<file path="config.mk">
export PLATFORM = sky130hd
export DESIGN_NAME = length_prefixed_frame_decoder
export DESIGN_NICKNAME = d
export VERILOG_FILES = /design/src/rtl/lpfd_pkg.sv /design/src/rtl/lpfd_front.sv /design/src/rtl/lpfd_fifo.sv /design/src/rtl/lpfd_back.sv /design/src/rtl/length_prefixed_frame_decoder.sv
export SDC_FILE = /design/constraint.sdc
export NUM_CORES = 1
export LEC_CHECK = 0
export BUFFER_PORTS_ARGS = -buffer_cell sky130_fd_sc_hd__buf_2
export CORE_ASPECT_RATIO = 1.25
export CORE_MARGIN = 3
export CORE_UTILIZATION = 40
export CTS_CLUSTER_SIZE = 40
export DETAILED_ROUTE_END_ITERATION = 10
export PLACE_DENSITY = 0.62
export SETUP_SLACK_MARGIN = 0.3
export SLEW_MARGIN = 20
export SYNTH_ARGS = -nofsm -noshare
export SYNTH_HDL_FRONTEND = slang
export SYNTH_SLANG_ARGS = --single-unit
</file>
<file path="constraint.sdc">
create_clock -name clk -period 12.59 [get_ports clk]
set_input_delay 3.777 -clock clk [delete_from_list [all_inputs] [get_ports clk]]
set_output_delay 3.777 -clock clk [all_outputs]
set_load 0.005 [all_outputs]
</file>
<file path="src/rtl/lpfd_pkg.sv">
// Shared types and constants for the length-prefixed frame decoder.
package lpfd_pkg;

  localparam logic [7:0]  ERR_OP         = 8'h7F;
  localparam logic [7:0]  WIDE_REQ_A     = 8'h09;
  localparam logic [7:0]  WIDE_REQ_B     = 8'h11;
  localparam logic [7:0]  RESP_BIT_CLEAR = 8'hEF;
  localparam logic [16:0] COUNT_MAX      = 17'h1FFFF;

  localparam logic [2:0] ST_OK_RESP    = 3'd0;
  localparam logic [2:0] ST_OK_ERR     = 3'd1;
  localparam logic [2:0] ST_TOO_SHORT  = 3'd2;
  localparam logic [2:0] ST_TRUNC_LEN  = 3'd3;
  localparam logic [2:0] ST_SIZE_MISM  = 3'd4;
  localparam logic [2:0] ST_CSUM_MISM  = 3'd5;
  localparam logic [2:0] ST_BAD_ERRLEN = 3'd6;

  localparam logic KIND_PAYLOAD = 1'b0;
  localparam logic KIND_STATUS  = 1'b1;

  localparam int QDEPTH = 4;
  localparam int QAW    = $clog2(QDEPTH);

  typedef struct packed {
    logic        kind;
    logic [7:0]  payload_byte;
    logic [15:0] payload_index;
    logic [2:0]  status;
    logic [7:0]  frame_opcode;
    logic [15:0] payload_length;
    logic [7:0]  failed_request_opcode;
    logic [7:0]  device_error_code;
  } result_t;

endpackage

</file>
<file path="src/rtl/lpfd_front.sv">
// Front end: accepts frame bytes, tracks the frame and builds result items.
module lpfd_front (
  input  logic            clk,
  input  logic            rst,
  input  logic            in_valid,
  output logic            in_stall,
  input  logic [7:0]      data_byte,
  input  logic            last_byte,
  input  logic            q_full,
  output logic            push,
  output lpfd_pkg::result_t push_data
);
  import lpfd_pkg::*;

  localparam logic [2:0] PH_OPCODE = 3'd0;
  localparam logic [2:0] PH_LEN_HI = 3'd1;
  localparam logic [2:0] PH_LEN_LO = 3'd2;
  localparam logic [2:0] PH_DATA   = 3'd3;
  localparam logic [2:0] PH_TAIL   = 3'd4;

  logic [2:0]  phase;
  logic [16:0] byte_count;
  logic [7:0]  running_sum;
  logic [7:0]  held_opcode;
  logic        err_frame;
  logic        wide_len;
  logic [15:0] decl_len;
  logic [7:0]  err_req;
  logic [7:0]  err_code;

  logic        accept;
  logic [1:0]  lsize;
  logic [16:0] hdr_len;
  logic [15:0] idx;
  logic [2:0]  st;
  logic [15:0] lenrep;
  logic        wide_op;
  logic        data_end;

  assign in_stall = q_full;
  assign accept   = in_valid && !q_full;

  always_comb begin
    lsize    = (wide_len && byte_count != 17'd0) ? 2'd2 : 2'd1;
    hdr_len  = {15'd0, lsize} + 17'd1;
    idx      = byte_count[15:0] - hdr_len[15:0];
    data_end = ({1'b0, idx} + 17'd1) >= {1'b0, decl_len};
    wide_op  = ((data_byte & RESP_BIT_CLEAR) == WIDE_REQ_A) ||
               ((data_byte & RESP_BIT_CLEAR) == WIDE_REQ_B);
    lenrep   = 16'd0;
    if (byte_count < 17'd2) begin
      st = ST_TOO_SHORT;
    end else if (byte_count < hdr_len) begin
      st = ST_TRUNC_LEN;
    end else begin
      lenrep = (phase == PH_LEN_LO) ? (decl_len | {8'd0, data_byte}) : decl_len;
      if ({1'b0, byte_count} != ({1'b0, hdr_len} + {2'd0, decl_len})) begin
        st = ST_SIZE_MISM;
      end else if (~running_sum != data_byte) begin
        st = ST_CSUM_MISM;
      end else if (err_frame && decl_len != 16'd2) begin
        st = ST_BAD_ERRLEN;
      end else begin
        st = err_frame ? ST_OK_ERR : ST_OK_RESP;
      end
    end

    push_data = '0;
    if (last_byte) begin
      push = accept;
      push_data.kind           = KIND_STATUS;
      push_data.status         = st;
      push_data.frame_opcode   = (byte_count == 17'd0) ? data_byte : held_opcode;
      push_data.payload_length = lenrep;
      if (st == ST_OK_ERR) begin
        push_data.failed_request_opcode = err_req;
        push_data.device_error_code     = err_code;
      end
    end else begin
      push = accept && phase == PH_DATA && !err_frame;
      push_data.kind           = KIND_PAYLOAD;
      push_data.payload_byte   = data_byte;
      push_data.payload_index  = idx;
      push_data.frame_opcode   = held_opcode;
      push_data.payload_length = decl_len;
    end
  end

  always_ff @(posedge clk) begin
    if (rst || (accept && last_byte)) begin
      phase       <= PH_OPCODE;
      byte_count  <= '0;
      running_sum <= '0;
      held_opcode <= '0;
      err_frame   <= 1'b0;
      wide_len    <= 1'b0;
      decl_len    <= '0;
      err_req     <= '0;
      err_code    <= '0;
    end else if (accept) begin
      case (phase)
        PH_OPCODE: begin
          held_opcode <= data_byte;
          err_frame   <= (data_byte == ERR_OP);
          wide_len    <= (data_byte != ERR_OP) && wide_op;
          decl_len    <= '0;
          phase       <= PH_LEN_HI;
        end
        PH_LEN_HI: begin
          if (wide_len) begin
            decl_len <= {data_byte, 8'd0};
            phase    <= PH_LEN_LO;
          end else begin
            decl_len <= {8'd0, data_byte};
            phase    <= (data_byte != 8'd0) ? PH_DATA : PH_TAIL;
          end
        end
        PH_LEN_LO: begin
          decl_len <= decl_len | {8'd0, data_byte};
          phase    <= ((decl_len | {8'd0, data_byte}) != 16'd0) ? PH_DATA : PH_TAIL;
        end
        PH_DATA: begin
          // hold the first two payload bytes of an error frame
          if (err_frame) begin
            if (idx == 16'd0) begin
              err_req <= data_byte;
            end else if (idx == 16'd1) begin
              err_code <= data_byte;
            end
          end
          if (data_end) begin
            phase <= PH_TAIL;
          end
        end
        default: begin
          phase <= PH_TAIL;
        end
      endcase
      running_sum <= running_sum + data_byte;
      if (byte_count < COUNT_MAX) begin
        byte_count <= byte_count + 17'd1;
      end
    end
  end

endmodule

</file>
<file path="src/rtl/lpfd_fifo.sv">
// Short result queue between the front end and the output stage.
module lpfd_fifo (
  input  logic              clk,
  input  logic              rst,
  input  logic              push,
  input  lpfd_pkg::result_t push_data,
  output logic              full,
  input  logic              pop,
  output logic              not_empty,
  output lpfd_pkg::result_t pop_data
);
  import lpfd_pkg::*;

  result_t        mem [QDEPTH];
  logic [QAW-1:0] wr_ptr;
  logic [QAW-1:0] rd_ptr;
  logic [QAW:0]   count;
  logic           do_push;
  logic           do_pop;

  assign full      = (count == (QAW+1)'(QDEPTH));
  assign not_empty = (count != '0);
  assign pop_data  = mem[rd_ptr];
  assign do_push   = push && !full;
  assign do_pop    = pop && not_empty;

  always_ff @(posedge clk) begin
    if (do_push) begin
      mem[wr_ptr] <= push_data;
    end
  end

  always_ff @(posedge clk) begin
    if (rst) begin
      wr_ptr <= '0;
      rd_ptr <= '0;
      count  <= '0;
    end else begin
      if (do_push) begin
        wr_ptr <= wr_ptr + 1'b1;
      end
      if (do_pop) begin
        rd_ptr <= rd_ptr + 1'b1;
      end
      case ({do_push, do_pop})
        2'b10:   count <= count + 1'b1;
        2'b01:   count <= count - 1'b1;
        default: count <= count;
      endcase
    end
  end

endmodule

</file>
<file path="src/rtl/lpfd_back.sv">
// Output stage: holds one result item toward the consumer.
module lpfd_back (
  input  logic              clk,
  input  logic              rst,
  input  logic              q_not_empty,
  input  lpfd_pkg::result_t q_data,
  output logic              q_pop,
  output logic              out_valid,
  input  logic              out_stall,
  output lpfd_pkg::result_t out_data
);
  import lpfd_pkg::*;

  // load a new item whenever the output slot is empty or being taken
  assign q_pop = q_not_empty && (!out_valid || !out_stall);

  always_ff @(posedge clk) begin
    if (rst) begin
      out_valid <= 1'b0;
    end else if (!out_valid || !out_stall) begin
      out_valid <= q_not_empty;
    end
  end

  always_ff @(posedge clk) begin
    if (q_pop) begin
      out_data <= q_data;
    end
  end

endmodule

</file>
<file path="src/rtl/length_prefixed_frame_decoder.sv">
// Length-prefixed frame decoder top level.
// Path: a result item is written into the result queue when its byte is taken, and is
// then loaded into the registered output slot, which holds it while out_stall is high.
// Throughput: one byte per cycle; the per-byte frame tracker and the queue both run
// at one item a cycle, and input stalls only when the four-entry result queue fills.
// Reset: synchronous rst returns the frame tracker to awaiting an opcode and empties
// the queue and output slot.
module length_prefixed_frame_decoder (
  input  logic        clk,
  input  logic        rst,
  input  logic        in_valid,
  output logic        in_stall,
  input  logic [7:0]  data_byte,
  input  logic        last_byte,
  output logic        out_valid,
  input  logic        out_stall,
  output logic        kind,
  output logic [7:0]  payload_byte,
  output logic [15:0] payload_index,
  output logic [2:0]  status,
  output logic [7:0]  frame_opcode,
  output logic [15:0] payload_length,
  output logic [7:0]  failed_request_opcode,
  output logic [7:0]  device_error_code
);
  import lpfd_pkg::*;

  logic    q_full;
  logic    push;
  result_t push_data;
  logic    q_not_empty;
  logic    q_pop;
  result_t q_data;
  result_t out_data;

  lpfd_front u_front (
    .clk       (clk),
    .rst       (rst),
    .in_valid  (in_valid),
    .in_stall  (in_stall),
    .data_byte (data_byte),
    .last_byte (last_byte),
    .q_full    (q_full),
    .push      (push),
    .push_data (push_data)
  );

  lpfd_fifo u_fifo (
    .clk       (clk),
    .rst       (rst),
    .push      (push),
    .push_data (push_data),
    .full      (q_full),
    .pop       (q_pop),
    .not_empty (q_not_empty),
    .pop_data  (q_data)
  );

  lpfd_back u_back (
    .clk         (clk),
    .rst         (rst),
    .q_not_empty (q_not_empty),
    .q_data      (q_data),
    .q_pop       (q_pop),
    .out_valid   (out_valid),
    .out_stall   (out_stall),
    .out_data    (out_data)
  );

  assign kind                  = out_data.kind;
  assign payload_byte          = out_data.payload_byte;
  assign payload_index         = out_data.payload_index;
  assign status                = out_data.status;
  assign frame_opcode          = out_data.frame_opcode;
  assign payload_length        = out_data.payload_length;
  assign failed_request_opcode = out_data.failed_request_opcode;
  assign device_error_code     = out_data.device_error_code;

endmodule
</file>
* Word-level counts from Yosys, hierarchy flattened *
Memory sizes are Yosys's and may differ from the RTL's. A register that Yosys moved wholly into a read port is not among the register bits.
Cells that the tools add are included.

operators by class
  add/subtract/negate cells = 10
  reduce and logical (&&, ||, !) cells = 31
  $lt $le $gt $ge = 4
  mux-type cells = 28
  bitwise gates (word level) = 3
  eq/ne operators = 15

operator list
  kind                     count
  $mux W16                 6
  $mux W24                 2
  $pmux W16 S3             1
  $mux W3                  10
  $add A17 B16 Y18         1
  $ne A17 B18 Y1           1
  $add A16 B1 Y17 const B  1
  $add A17 B1 Y17 const B  1
  $ge A17 B16 Y1           1
  $logic_not A17 Y1        1
  $lt A17 B17 Y1           1
  $lt A17 B17 Y1 const B   1
  $lt A17 B2 Y1 const B    1
  $reduce_bool A17 Y1      1
  $eq A16 B1 Y1 const B    1
  $logic_not A16 Y1        1
  $ne A16 B2 Y1 const B    1
  $or A16 B8 Y16           1
  $reduce_bool A16 Y1      1
  $sub A16 B16 Y16         1
  $pmux W3 S4              1
  $logic_and A1 B1 Y1      10
  $add A8 B8 Y8            1
  $eq A8 B7 Y1 const B     1
  28 further kinds         43

word-level totals
  memories = 1
  register bits after elaboration = 78
  output and inout bits = 70
  input port bits = 13
  RAM bits = 272

memory list
  name        words  width  rd ports  clocked after Yosys merged registers in  wr ports  RTL line         text
  u_fifo.mem  4      68     1         1                                        1         lpfd_fifo.sv:14  result_t mem [QDEPTH];

* Logic depth before layout (Yosys ltp) *
Gate-level depths: netlist of the first run.

  word-level depth = 12
  depth in mapped cells = 25
  mapped depth without buffers = 22

* Cells and area by module *
Synthesis of the first run repeated with hierarchy kept, for this count alone.

unflattened totals
  cell total of the unflattened synthesis = 1248
  area, all modules = 18128.6 um2

modules (own cells, without submodules)
  module      seq. area each (um2)  times used  cells an instance  area each (um2)
  lpfd_fifo   8348.0                1           408                10306.1
  lpfd_front  1401.3                1           768                5744.3
  lpfd_back   2062.0                1           72                 2078.2

* Worst setup path after synthesis of the first run *
Ideal clock, no wire load.

  kind = input to register
  start = input port out_stall
  end = register u_fifo.count[2]
  slack = 3691 ps
  data required time = 12519 ps
  path buffers = 0
  data arrival time = 8829 ps
  stages on the path = 7
  cell sequence = a21oi_1 > ha_1 > inv_1 > fa_1 > xor2_1 > or3_1 > a21oi_1

between the ends
  longest elaborated chain between the ends = 6

ends and longest elaborated chain
  item                                               RTL line                             text
  start, declared                                    length_prefixed_frame_decoder.sv:16  input logic out_stall,
  $logic_not A1 Y1 (*)                               lpfd_back.sv:15                      assign q_pop = q_not_empty && (!out_valid || !out_stall);
  $logic_or A1 B1 Y1 (*)                             lpfd_back.sv:15
  $logic_and A1 B1 Y1 (*)                            lpfd_back.sv:15
  $logic_and A1 B1 Y1 (*)                            lpfd_fifo.sv:25                      assign do_pop = pop && not_empty;
  $eq A2 B1 Y1 or $eq A2 B2 Y1 (tied branches)       lpfd_fifo.sv:45                      case ({do_push, do_pop})
  $pmux W3 S2 or $reduce_bool A2 Y1 (tied branches)  n/a
  end signal, assigned                               lpfd_fifo.sv:46                      2'b10: count <= count + 1'b1;
  end signal, assigned                               lpfd_fifo.sv:47                      2'b01: count <= count - 1'b1;
  end signal, assigned                               lpfd_fifo.sv:48                      default: count <= count;
  end, declared                                      lpfd_fifo.sv:17                      logic [QAW:0] count;

Mark *: on every way between the ends. The rest lies on a longest branch, timed or not.
A chain may end at the register's enable or synchronous reset.

* Worst setup path in the final report of the first run *
  start = input port last_byte
  end = memory u_fifo.mem[0][29] (netlist name) (enable)

between the ends
  longest elaborated chain between the ends = 4

ends and longest elaborated chain
  item                           RTL line                             text
  start, declared                length_prefixed_frame_decoder.sv:14  input logic last_byte,
  $mux W1                        lpfd_front.sv:69                     if (last_byte) begin
  $logic_and A1 B1 Y1            lpfd_fifo.sv:24                      assign do_push = push && !full;
  $mux W1                        lpfd_fifo.sv:28                      if (do_push) begin
  $mux W1 (implied by the code)  lpfd_fifo.sv:29                      mem[wr_ptr] <= push_data;
  end, declared                  lpfd_fifo.sv:14

No other way between the ends.

==> results of run 1 <==
==> flip-flops by register name (all words and copies together) (netlist names) <==
| name | flops |
|---|---|
| u_fifo.mem | 272 |
| u_back.out_data | 68 |
| u_front.byte_count | 17 |
| u_front.decl_len | 16 |
| u_front.err_code | 8 |
| u_front.err_req | 8 |
| u_front.held_opcode | 8 |
| u_front.running_sum | 8 |
| u_fifo.count | 3 |
| u_front.phase | 3 |
| u_fifo.rd_ptr | 2 |
| u_fifo.wr_ptr | 2 |
| u_back.out_valid | 1 |
| u_front.err_frame | 1 |
| u_front.wide_len | 1 |
==> report_power, final <==
group          switching (mW)  leakage, nW  internal (mW)
sequential             0.0976         3.70           1.72
combinational           0.416         2.47          0.327
clock                   0.508        0.640          0.691
==> logic make-up after synthesis <==
kind of cell               Yosys count  synth area share, %
DFF                                418                 65.0
and+or+nand+nor                    351                 10.3
AOI/OAI and AO/OA                  158                 5.56
buffers and inverters              120                 2.83
muxes                               97                 10.1
xor gates and xnor gates            70                 3.39
adders and majority gates           39                 2.78
==> critical path, stage by stage <==
cell    delay [ns]
buf_2         0.08
buf_4         0.38
nor2_1        0.10
nor2_1        0.37
and2_2        0.80
buf_4         0.63
==> per-layer routing <==
metal  wire length, um  track usage [%]
met1             17300             22.5
met2             19600             28.2
met3              1710             2.31
met4               775             4.24
met5                 0                0
==> per-stage QoR <==
| step | area, sq um | setup slack [ns] |
|---|---|---|
| after floorplan | 18100 | 3.69 |
| after global placement | 19000 | 5.98 |
| after detailed placement | 19000 | 5.88 |
| after CTS | 20300 | 6.44 |
| after global routing | 20300 | 6.24 |
| final | 20300 | 6.54 |
==> cell type report <==
type	instances	area share, %
flip-flops and latches	418	57.9
inverters	41	0.757
clock buffers	57	5.70
well taps	572	3.52
multi-input cells	715	28.7
repair buffers	95	2.52
clock inverters	18	0.850
==> path summary, 6_finish.rpt <==
path                                                       endpoint                                 from
worst max register to register        u_front.phase[1]$_SDFFE_PP0P_   u_front.byte_count[4]$_SDFFE_PP0P_
worst min register to register  u_front.held_opcode[2]$_SDFFE_PP0P_  u_front.held_opcode[2]$_SDFFE_PP0P_
worst min-delay path            u_front.held_opcode[2]$_SDFFE_PP0P_  u_front.held_opcode[2]$_SDFFE_PP0P_
worst max-delay path                    u_fifo.mem[0][29]$_DFFE_PP_                            last_byte
==> cell usage in the layout (no fill, tap or decap), types with 27 or more instances in the layout <==
cell and n:
a21oi_1 65, buf_2 82, clkbuf_16 43, dfxtp_1 76, edfxtp_1 340, ha_1 37, inv_1 41, mux4_2 68
nand2_1 71, nor2_1 106, o21ai_0 30, xnor2_1 43, xor2_1 27
==> flow_metrics.env, run 1 <==
export IMPL_status="finished clean"
export IMPL_pin_count=83
export IMPL_cp_max_fo=39
export IMPL_synthDominantCellAreaShare_pct=56.4
export IMPL_worst_setup_path_start_kind="primary input"
export IMPL_final_cells=1916
export IMPL_fp_row_count=86
export IMPL_die_area_sq_um=47900
export IMPL_antenna_left=0
export IMPL_ctsLongestPathBuffers=3
export IMPL_clock_fmax_mhz=165
export IMPL_portBuffers=82
export IMPL_path_class="primary input to flip-flop"
export IMPL_path_clk_slew_ns=0.06
export IMPL_hold_buffers=0
export IMPL_antenna_found_initial=0
export IMPL_slew_headroom_pct=27.7
export IMPL_syn_nets=1305
export IMPL_grt_max_degree=72
export IMPL_synth_largest_area_cell="edfxtp_1"
export IMPL_hpwl_mm=25.3
export IMPL_synth_seq_cells=418
export IMPL_endpoint_kind="flip-flop"
export IMPL_syn_avg_cell_area_sq_um=14.4
export IMPL_viasPerCell=5.39
export IMPL_ir_worst_vdd_v=0.000263
export IMPL_drive_above_1_share_pct=19.8
export IMPL_synthArstFlopShare_pct=0
export IMPL_synth_flop_cell="edfxtp_1"
export IMPL_clock_sinks=418
export IMPL_synth_commonest_cells="340 x edfxtp_1, 106 x nor2_1, 78 x dfxtp_1"
export IMPL_synthToLayoutAreaGrowth_pct=12.3
export IMPL_grt_pass1_wl_mm=62.3
export IMPL_multiInputGateArea_sq_um=5840
export IMPL_syn_area_sq_um=18100
export IMPL_first_global_vias=10500
export IMPL_r2r_slack_ns=6.63
export IMPL_layout_min_cycle_time_ns=6.05
export IMPL_yosysMostFrequentCell="edfxtp_1"
export IMPL_drt_pass1_iterations=5
export IMPL_nNetsFinal=1365
export IMPL_arrival_ns=6.21
export IMPL_wire_per_inst_um=20.5
export IMPL_synth_distinct_cells=69
export IMPL_die_w_um=196
export IMPL_synthCells=1253
export IMPL_drt_iter0_markers=794
export IMPL_post_route_util_pct=45.7
export IMPL_maxSlewViolCount=0
export IMPL_tightest_slew_ns=1.08
export IMPL_cts_setup_buffers=0
export IMPL_regArea_sq_um=11800
export IMPL_start_util_pct=40.7
export IMPL_htree_levels=2
export IMPL_yosysWarnings=0
export IMPL_insertion_delay_ns=0.55
export IMPL_synth_area_leaders="edfxtp_1 56%, dfxtp_1 8.6%, mux4_2 8.5%, ha_1 2.6%, nor2_1 2.2%"
export IMPL_fill_cells=3865
export IMPL_hold_class="flip-flop to flip-flop"
export IMPL_grt_overflow_total=0
export IMPL_hold_ws_ns=0.454
export IMPL_rsz0062_at_grt="false"
export IMPL_fin_crit_sh_pct=48.0
export IMPL_setup_violations=0
export IMPL_cts_buffers=42
export IMPL_synth_edff_count=340
export IMPL_vias=10300
export IMPL_hold_depth=2
export IMPL_required_ns=12.75
export IMPL_die_y_um=244
export IMPL_total_power_mw=3.76
export IMPL_cts_tree="done"
export IMPL_post_cts_resized=0
export IMPL_p_leak_nw=6.81
export IMPL_core_area_sq_um=44400
export IMPL_gp_congestion=0.856
export IMPL_reg2reg_depth=22
export IMPL_finalHoldViolCount=0
export IMPL_diodes=0
export IMPL_grt_util_all_layers_pct=16.6
export IMPL_drc=0
export IMPL_yosysSeqAreaShare_pct=65.0
export IMPL_clockRootBuffer="clkbuf_16"
export IMPL_fin_skew_ns=0.0301
export IMPL_fin_setup_tns_ns=0
export IMPL_power_density_nw_per_um2=185
export IMPL_dp_cells=1841
export IMPL_drv_cap=0
export IMPL_drt_wl_total_mm=39.4
Note: power is estimated with default switching activity, not from simulation.
==> run 2: changes to the inputs <==
--- a/config.mk
+++ b/config.mk
@@ -5,13 +5,14 @@
 export SDC_FILE = /design/constraint.sdc
 export NUM_CORES = 1
 export LEC_CHECK = 0
+export ABC_AREA = 1
 export BUFFER_PORTS_ARGS = -buffer_cell sky130_fd_sc_hd__buf_2
 export CORE_ASPECT_RATIO = 1.25
 export CORE_MARGIN = 3
 export CORE_UTILIZATION = 40
 export CTS_CLUSTER_SIZE = 40
 export DETAILED_ROUTE_END_ITERATION = 10
-export PLACE_DENSITY = 0.62
+export PLACE_DENSITY = 0.64
 export SETUP_SLACK_MARGIN = 0.3
 export SLEW_MARGIN = 20
 export SYNTH_ARGS = -nofsm -noshare
==> constraint.sdc (replaced) <==
create_clock -name clk -period 5.25 [get_ports clk]
set_input_delay 1.575 -clock clk [delete_from_list [all_inputs] [get_ports clk]]
set_output_delay 1.575 -clock clk [all_outputs]
set_load 0.005 [all_outputs]
==> run 2 against run 1 <==
Against the previous run:
- wire length is 19% higher
- worst setup slack lost 5.6 ns
- sequential share of layout area decreased by 2.1 points
- cell count is 28% higher
- combinational power increased to 3.3 times the previous value
- power grew to 2.7 times the previous value
- die area up 2.8%
- non-clock buffer count up 10
- synthesized cell count increased by 42%
- clock power rose to 2.6 times the previous value
- global-route usage increased by 2.4 points
- sequential power up 150%
- critical path type is now flip-flop to flip-flop
- highest routed layer unchanged
==> flow_metrics.env, run 2 <==
export IMPL_cp_slowest_cell="dfxtp_1"
export IMPL_cp_max_fo=8
export IMPL_synthArstFlopShare_pct=0
export IMPL_post_cts_resized=0
export IMPL_slew_headroom_pct=44.0
export IMPL_crit_buf_inv=4
export IMPL_final_cell_mix="340 x edfxtp_1, 302 x nor2_1, 205 x nand2_1, 188 x o21ai_0, 162 x inv_1"
export IMPL_drive_above_1_share_pct=12.1
export IMPL_power_frac_seq_pct=44.6
export IMPL_synth_top_family_by_area="simple AND/OR/NAND/NOR gates"
export IMPL_startpoint="u_front.byte_count[11]$_SDFFE_PP0P_"
export IMPL_crit_cells=26
export IMPL_synthToLayoutAreaGrowth_pct=13.3
export IMPL_intPower_mw=6.87
export IMPL_largest_reg_flops=272
export IMPL_grt_max_degree=83
export IMPL_synth_distinct_cells=50
export IMPL_synth_largest_area_cell="edfxtp_1"
export IMPL_final_cells=2455
export IMPL_synthCells=1781
export IMPL_yosysMostFrequentCell="edfxtp_1"
export IMPL_ctsLongestPathBuffers=3
export IMPL_ir_worst_vdd_v=0.000250
export IMPL_synth_compound_area_share_pct=10.3
export IMPL_fin_setup_tns_ns=0
export IMPL_setup_violations=0
export IMPL_required_ns=5.69
export IMPL_diodes=0
export IMPL_final_common_cell="edfxtp_1"
export IMPL_drt_pass1_iterations=6
export IMPL_r2r_start="u_front.byte_count[11]$_SDFFE_PP0P_"
export IMPL_worst_setup_path_start_kind="flip-flop"
export IMPL_syn_area_sq_um=18600
export IMPL_r2r_slack_ns=0.95
export IMPL_synth_flop_cell="edfxtp_1"
export IMPL_hold_path_startpoint="u_front.running_sum[0]$_SDFFE_PP0P_"
export IMPL_finalHoldViolCount=0
export IMPL_die_y_um=247
export IMPL_p_comb_share_pct=24.7
export IMPL_synthDominantCellAreaShare_pct=54.8
export IMPL_hold_ws_ns=0.466
export IMPL_clockRootBuffer="clkbuf_16"
export IMPL_top_regs="u_fifo.mem (272), u_back.out_data (68), u_front.byte_count (17)"
export IMPL_drt_wl_total_mm=46.9
export IMPL_syn_nets=1833
export IMPL_vias=13200
export IMPL_hold_class="flip-flop to flip-flop"
export IMPL_grt_pass1_wl_mm=71.8
export IMPL_htree_levels=2
export IMPL_pin_count=83
export IMPL_path_class="flip-flop to flip-flop"
export IMPL_cp_common_cell="nand2_1"
export IMPL_regMostFlops="u_fifo.mem"
export IMPL_antenna_found_initial=0
export IMPL_reg2reg_depth=26
export IMPL_tightest_slew_ns=0.839
export IMPL_hpwl_mm=30.8
export IMPL_yosysSeqAreaShare_pct=63.2
export IMPL_synth_commonest_cells="340 x edfxtp_1, 306 x nor2_1, 205 x nand2_1"
export IMPL_grt_util_all_layers_pct=18.9
export IMPL_synth_seq_cells=418
export IMPL_wire_per_inst_um=19.1
export IMPL_fp_row_count=87
export IMPL_grt_overflow_total=0
export IMPL_fin_crit_sh_pct=81.8
export IMPL_maxSlewViolCount=0
export IMPL_hold_buffers=0
export IMPL_viasPerCell=5.37
export IMPL_cts_tree="done"
export IMPL_yosysWarnings=0
export IMPL_synth_xor_area_share_pct=1.97
export IMPL_arrival_ns=4.74
export IMPL_clock_fmax_mhz=233
export IMPL_status="finished clean"
export IMPL_cts_setup_buffers=0
export IMPL_path_clk_slew_ns=0.06
export IMPL_endpoint_kind="flip-flop"
export IMPL_rsz0062_at_grt="false"
export IMPL_synthAdderAreaFrac_pct=2.70
export IMPL_die_area_sq_um=49200
export IMPL_dp_cells=2379
export IMPL_max_stage_delay_ns=0.59
export IMPL_synth_edff_count=340
export IMPL_p_switching_mw=3.15
export IMPL_total_power_mw=10.0
export IMPL_fin_skew_ns=0.0104
export IMPL_insertion_delay_ns=0.55
export IMPL_power_density_nw_per_um2=475
export IMPL_gp_congestion=0.904
export IMPL_drv_cap=0
export IMPL_antenna_left=0
export IMPL_cts_buffers=42
export IMPL_switching_share_pct=31.5
export IMPL_nNetsFinal=1897
export IMPL_drt_iter0_markers=1063
export IMPL_syn_avg_cell_area_sq_um=10.5
export IMPL_critPathTopFamily="simple AND/OR/NAND/NOR gates"
export IMPL_crit_end="u_front.phase[2]$_SDFFE_PP0P_"
export IMPL_synth_simple_gate_area_share_pct=16.3
export IMPL_power_share_clock_pct=30.7
export IMPL_p_leak_nw=7.93
export IMPL_clock_sinks=418
export IMPL_drc=0
export IMPL_die_w_um=199
export IMPL_layout_min_cycle_time_ns=4.30
export IMPL_start_util_pct=40.8
export IMPL_core_area_sq_um=45600
export IMPL_first_global_vias=12800
export IMPL_portBuffers=82
export IMPL_r2r_end="u_front.phase[2]$_SDFFE_PP0P_"
export IMPL_muxShareOfSynthArea_pct=0
export IMPL_synth_area_leaders="edfxtp_1 55%, dfxtp_1 8.4%, nor2_1 6.2%, o21ai_0 5.1%, nand2_1 4.1%"
run 2: changes by cell type after synthesis, moves of 12 or more:
cell | previous run | this run
nor2_1 | 106 | 306
o21ai_0 | 30 | 188
nand2_1 | 71 | 205
inv_1 | 41 | 163
mux4_2 | 68 | 0
o22ai_1 | 0 | 68
xnor2_1 | 43 | 7
nand4_1 | 12 | 36
nand3_1 | 26 | 49
mux2i_1 | 22 | 0
nor2b_1 | 18 | 0
and2_1 | 17 | 0
a21oi_1 | 66 | 82
clkbuf_1 | 44 | 56
run 2: layout make-up:
class / count / area (sq um)
Clock buffer: 52 / 1120
Fill cell: 4132 / 24500
Clock inverter: 24 / 294
Sequential cell: 418 / 11800
Multi-Input combinational cell: 1110 / 5880
Inverter: 168 / 632
Timing Repair Buffer: 105 / 683
Tap cell: 578 / 723
run 2: cells by family after synthesis:
family	Yosys count
flops	418
compound gates	359
fa+ha+maj	39
buf+inv	253
simple gates	679
xor+xnor	33
run 2: worst min-delay path by stage:
stage	depth (start not counted)	end	slack, ns
detailed placement	2	u_front.running_sum[0]$_SDFFE_PP0P_	0.46
finish	2	u_front.running_sum[0]$_SDFFE_PP0P_	0.47
CTS	2	u_front.running_sum[0]$_SDFFE_PP0P_	0.47
global route	2	u_front.running_sum[0]$_SDFFE_PP0P_	0.49
floorplan	2	u_front.running_sum[0]$_SDFFE_PP0P_	0.44
global placement	2	u_front.running_sum[0]$_SDFFE_PP0P_	0.45
run 2: power groups by stage:
stage                     Sequential (mW)  Combinational (mW)  Clock, mW
after floorplan                      4.52                1.55          0
after global placement               4.52                2.45          0
after detailed placement             4.54                2.51          0
after CTS                            4.47                2.52       3.14
after global routing                 4.52                2.79       3.28
final                                4.47                2.47       3.08
run 2: per-layer routing:
layer	global-route usage [%]	share of wire, %	vias to the layer above
li1	-	-	6294
met1	23.6	42	6420
met2	33.5	50	359
met3	2.47	4.6	106
met4	7.18	3.7	0
met5	0	0	-
run 2: per-stage QoR:
step	setup WS, ns	area, sq um	utilization [%]
floorplan	-0.457	18600	-
global placement	1.01	19700	43.2
detailed placement	0.945	19700	43.2
CTS	0.954	21100	46.3
global route	0.533	21100	46.3
finish	0.954	21100	46.3
run 2: worst min-delay path, delay by kind of cell (launching register included):
kind               cells  cell delay, ns
AOI/OAI and AO/OA      1            0.05
DFF                    1            0.31
and+or+nand+nor        1            0.06
==> run 3: changes to the inputs <==
==> constraint.sdc (replaced) <==
create_clock -name clk -period 3.9 [get_ports clk]
set_input_delay 1.17 -clock clk [delete_from_list [all_inputs] [get_ports clk]]
set_output_delay 1.17 -clock clk [all_outputs]
set_load 0.005 [all_outputs]
==> run 3 against run 2 <==
Against the previous run:
- global-route usage up 0.075 points
- clock skew about the same
- worst hold slack better by 0.0083 ns
- via count up 3.1%
- clock-buffer cell count down 2
==> flow_metrics.env, run 3 (synthesis results as in run 2) <==
export IMPL_clock_fmax_mhz=275
export IMPL_grt_util_all_layers_pct=19.0
export IMPL_setup_violations=0
export IMPL_clockRootBuffer="clkbuf_16"
export IMPL_fin_skew_ns=0.0109
export IMPL_p_switching_mw=4.37
export IMPL_final_common_cell="edfxtp_1"
export IMPL_drt_iter0_markers=1212
export IMPL_hold_depth=2
export IMPL_max_stage_delay_ns=0.33
export IMPL_portBuffers=82
export IMPL_cp_common_cell="nand2_1"
export IMPL_final_cells=2536
export IMPL_maxSlewViolCount=0
export IMPL_tightest_slew_ns=1.08
export IMPL_cp_slowest_cell="dfxtp_2"
export IMPL_synthToLayoutAreaGrowth_pct=17.4
export IMPL_cp_max_fo=4
export IMPL_stdcell_area_sq_um=21900
export IMPL_start_util_pct=40.8
export IMPL_place_area_sq_um=20100
export IMPL_core_area_sq_um=45600
export IMPL_final_cell_mix="340 x edfxtp_1, 293 x nor2_1, 196 x nand2_1, 188 x o21ai_0, 153 x inv_1"
export IMPL_switching_share_pct=32.4
export IMPL_largest_reg_flops=272
export IMPL_layout_min_cycle_time_ns=3.64
export IMPL_fp_row_count=87
export IMPL_antenna_found_initial=2
export IMPL_die_y_um=247
export IMPL_finalHoldViolCount=0
export IMPL_first_global_vias=13100
export IMPL_rsz0062_at_grt="true"
export IMPL_path_clk_slew_ns=0.07
export IMPL_required_ns=4.40
export IMPL_grt_pass1_wl_mm=73.1
export IMPL_arrival_ns=4.13
export IMPL_vias=13600
export IMPL_ctsLongestPathBuffers=3
export IMPL_reg2reg_depth=30
export IMPL_insertion_delay_ns=0.55
export IMPL_worst_setup_path_start_kind="flip-flop"
export IMPL_power_density_nw_per_um2=616
export IMPL_die_area_sq_um=49200
export IMPL_fin_crit_sh_pct=93.3
export IMPL_ir_worst_vdd_v=0.000321
export IMPL_die_w_um=199
export IMPL_r2r_end="u_front.phase[2]$_SDFFE_PP0P_"
export IMPL_regMostFlops="u_fifo.mem"
export IMPL_top_regs="u_fifo.mem (272), u_back.out_data (68), u_front.byte_count (17)"
export IMPL_pin_count=83
export IMPL_clock_sinks=418
export IMPL_drt_pass1_iterations=6
export IMPL_hold_buffers=0
export IMPL_viasPerCell=5.36
export IMPL_endpoint_kind="flip-flop"
export IMPL_grt_max_degree=81
export IMPL_cts_buffers=40
export IMPL_slew_headroom_pct=28.2
export IMPL_drc=0
export IMPL_p_leak_nw=8.35
export IMPL_wire_per_inst_um=18.6
export IMPL_dp_cells=2431
export IMPL_power_share_clock_pct=27.7
export IMPL_hold_ws_ns=0.475
export IMPL_nNetsFinal=1979
export IMPL_hold_class="flip-flop to flip-flop"
export IMPL_antenna_left=0
export IMPL_whs_endpoint="u_front.running_sum[0]$_SDFFE_PP0P_"
export IMPL_r2r_start="u_front.byte_count[1]$_SDFFE_PP0P_"
export IMPL_p_comb_share_pct=27.9
export IMPL_drt_wl_total_mm=47.2
export IMPL_hpwl_mm=30.7
export IMPL_hold_path_startpoint="u_front.running_sum[0]$_SDFFE_PP0P_"
export IMPL_r2r_slack_ns=0.26
export IMPL_htree_levels=2
export IMPL_gp_congestion=0.959
export IMPL_drive_above_1_share_pct=18.2
export IMPL_drv_cap=0
export IMPL_intPower_mw=9.12
export IMPL_grt_overflow_total=0
export IMPL_power_frac_seq_pct=44.4
export IMPL_cts_tree="done"
export IMPL_path_class="flip-flop to flip-flop"
export IMPL_status="finished clean"
run 3: changes by cell type in the layout (fill, tap and decap cells not counted), sizes merged:
cell,previous run,this run
buf,105,189
clkinv,14,16
clkinvlp,3,2
clkbuf,52,50
bufinv,6,2
diode,0,1
inv,169,170
run 3: cell type report:
type | count | area (sq um)
Multi-Input combinational cell | 1110 | 6160
Clock buffer | 50 | 1050
Fill cell | 4029 | 23700
Inverter | 168 | 637
Antenna cell | 1 | 2.50
Timing Repair Buffer | 189 | 1330
Sequential cell | 418 | 11800
Tap cell | 578 | 723
Clock inverter | 22 | 194
run 3: power by group through the flow:
stage / Sequential (mW) / Combinational [mW] / Clock (mW)
finish: 5.99 / 3.76 / 3.74
floorplan: 6.08 / 2.10 / 0
CTS: 6.00 / 3.70 / 3.80
detailed placement: 6.09 / 3.53 / 0
global placement: 6.07 / 3.43 / 0
global route: 6.06 / 4.22 / 3.98
run 3: routing by layer:
layer | track usage (%) | part of all wire [%]
met1 | 24.3 | 41
met4 | 6.74 | 3.7
met5 | 0 | 0.028
met3 | 2.52 | 5.8
met2 | 33.1 | 50
run 3: metrics by stage:
step | power [mW] | worst slack (ns) | util (%) | setup TNS (ns)
floorplan | 8.18 | -0.288 | - | -78.23
global placement | 9.50 | 0.0833 | 44.1 | 0
detailed placement | 9.61 | 0.0266 | 44.1 | 0
CTS | 13.5 | 0.241 | 47.6 | 0
global route | 14.3 | -0.0116 | 48.0 | -0.0116
finish | 13.5 | 0.263 | 48.0 | 0
run 3: worst max-delay path by stage:
stage	start	to	slack, ns	cells after the start
2_1_floorplan	in_valid	u_fifo.mem[0][0]$_DFFE_PP_	-0.29	8
3_3_place_gp	u_front.byte_count[0]$_SDFFE_PP0P_	u_front.phase[2]$_SDFFE_PP0P_	0.08	31
3_5_place_dp	u_front.byte_count[0]$_SDFFE_PP0P_	u_front.phase[2]$_SDFFE_PP0P_	0.03	29
4_1_cts	u_front.byte_count[0]$_SDFFE_PP0P_	u_front.phase[2]$_SDFFE_PP0P_	0.24	30
5_1_grt	u_front.byte_count[0]$_SDFFE_PP0P_	u_front.phase[2]$_SDFFE_PP0P_	-0.01	29
6_report	u_front.byte_count[1]$_SDFFE_PP0P_	u_front.phase[2]$_SDFFE_PP0P_	0.26	30
run 3: timing repair:
item | 4_1_cts | 5_1_grt
cloned | 0 | 0
pin swaps | 21 | 28
setup buffers | 27 | 5
endpoints found under the setup margin | 3 | 42
gates resized for setup | 33 | 36
run 3: critical path: cells and delay by family (launching register included):
| family | cells | cell delay, ns |
|---|---|---|
| buffers and inverters | 9 | 0.78 |
| adder cells (fa/ha/maj) | 4 | 0.88 |
| AO/OA/AOI/OAI | 2 | 0.18 |
| flip-flops | 1 | 0.33 |
| AND/OR/NAND/NOR | 15 | 1.39 |
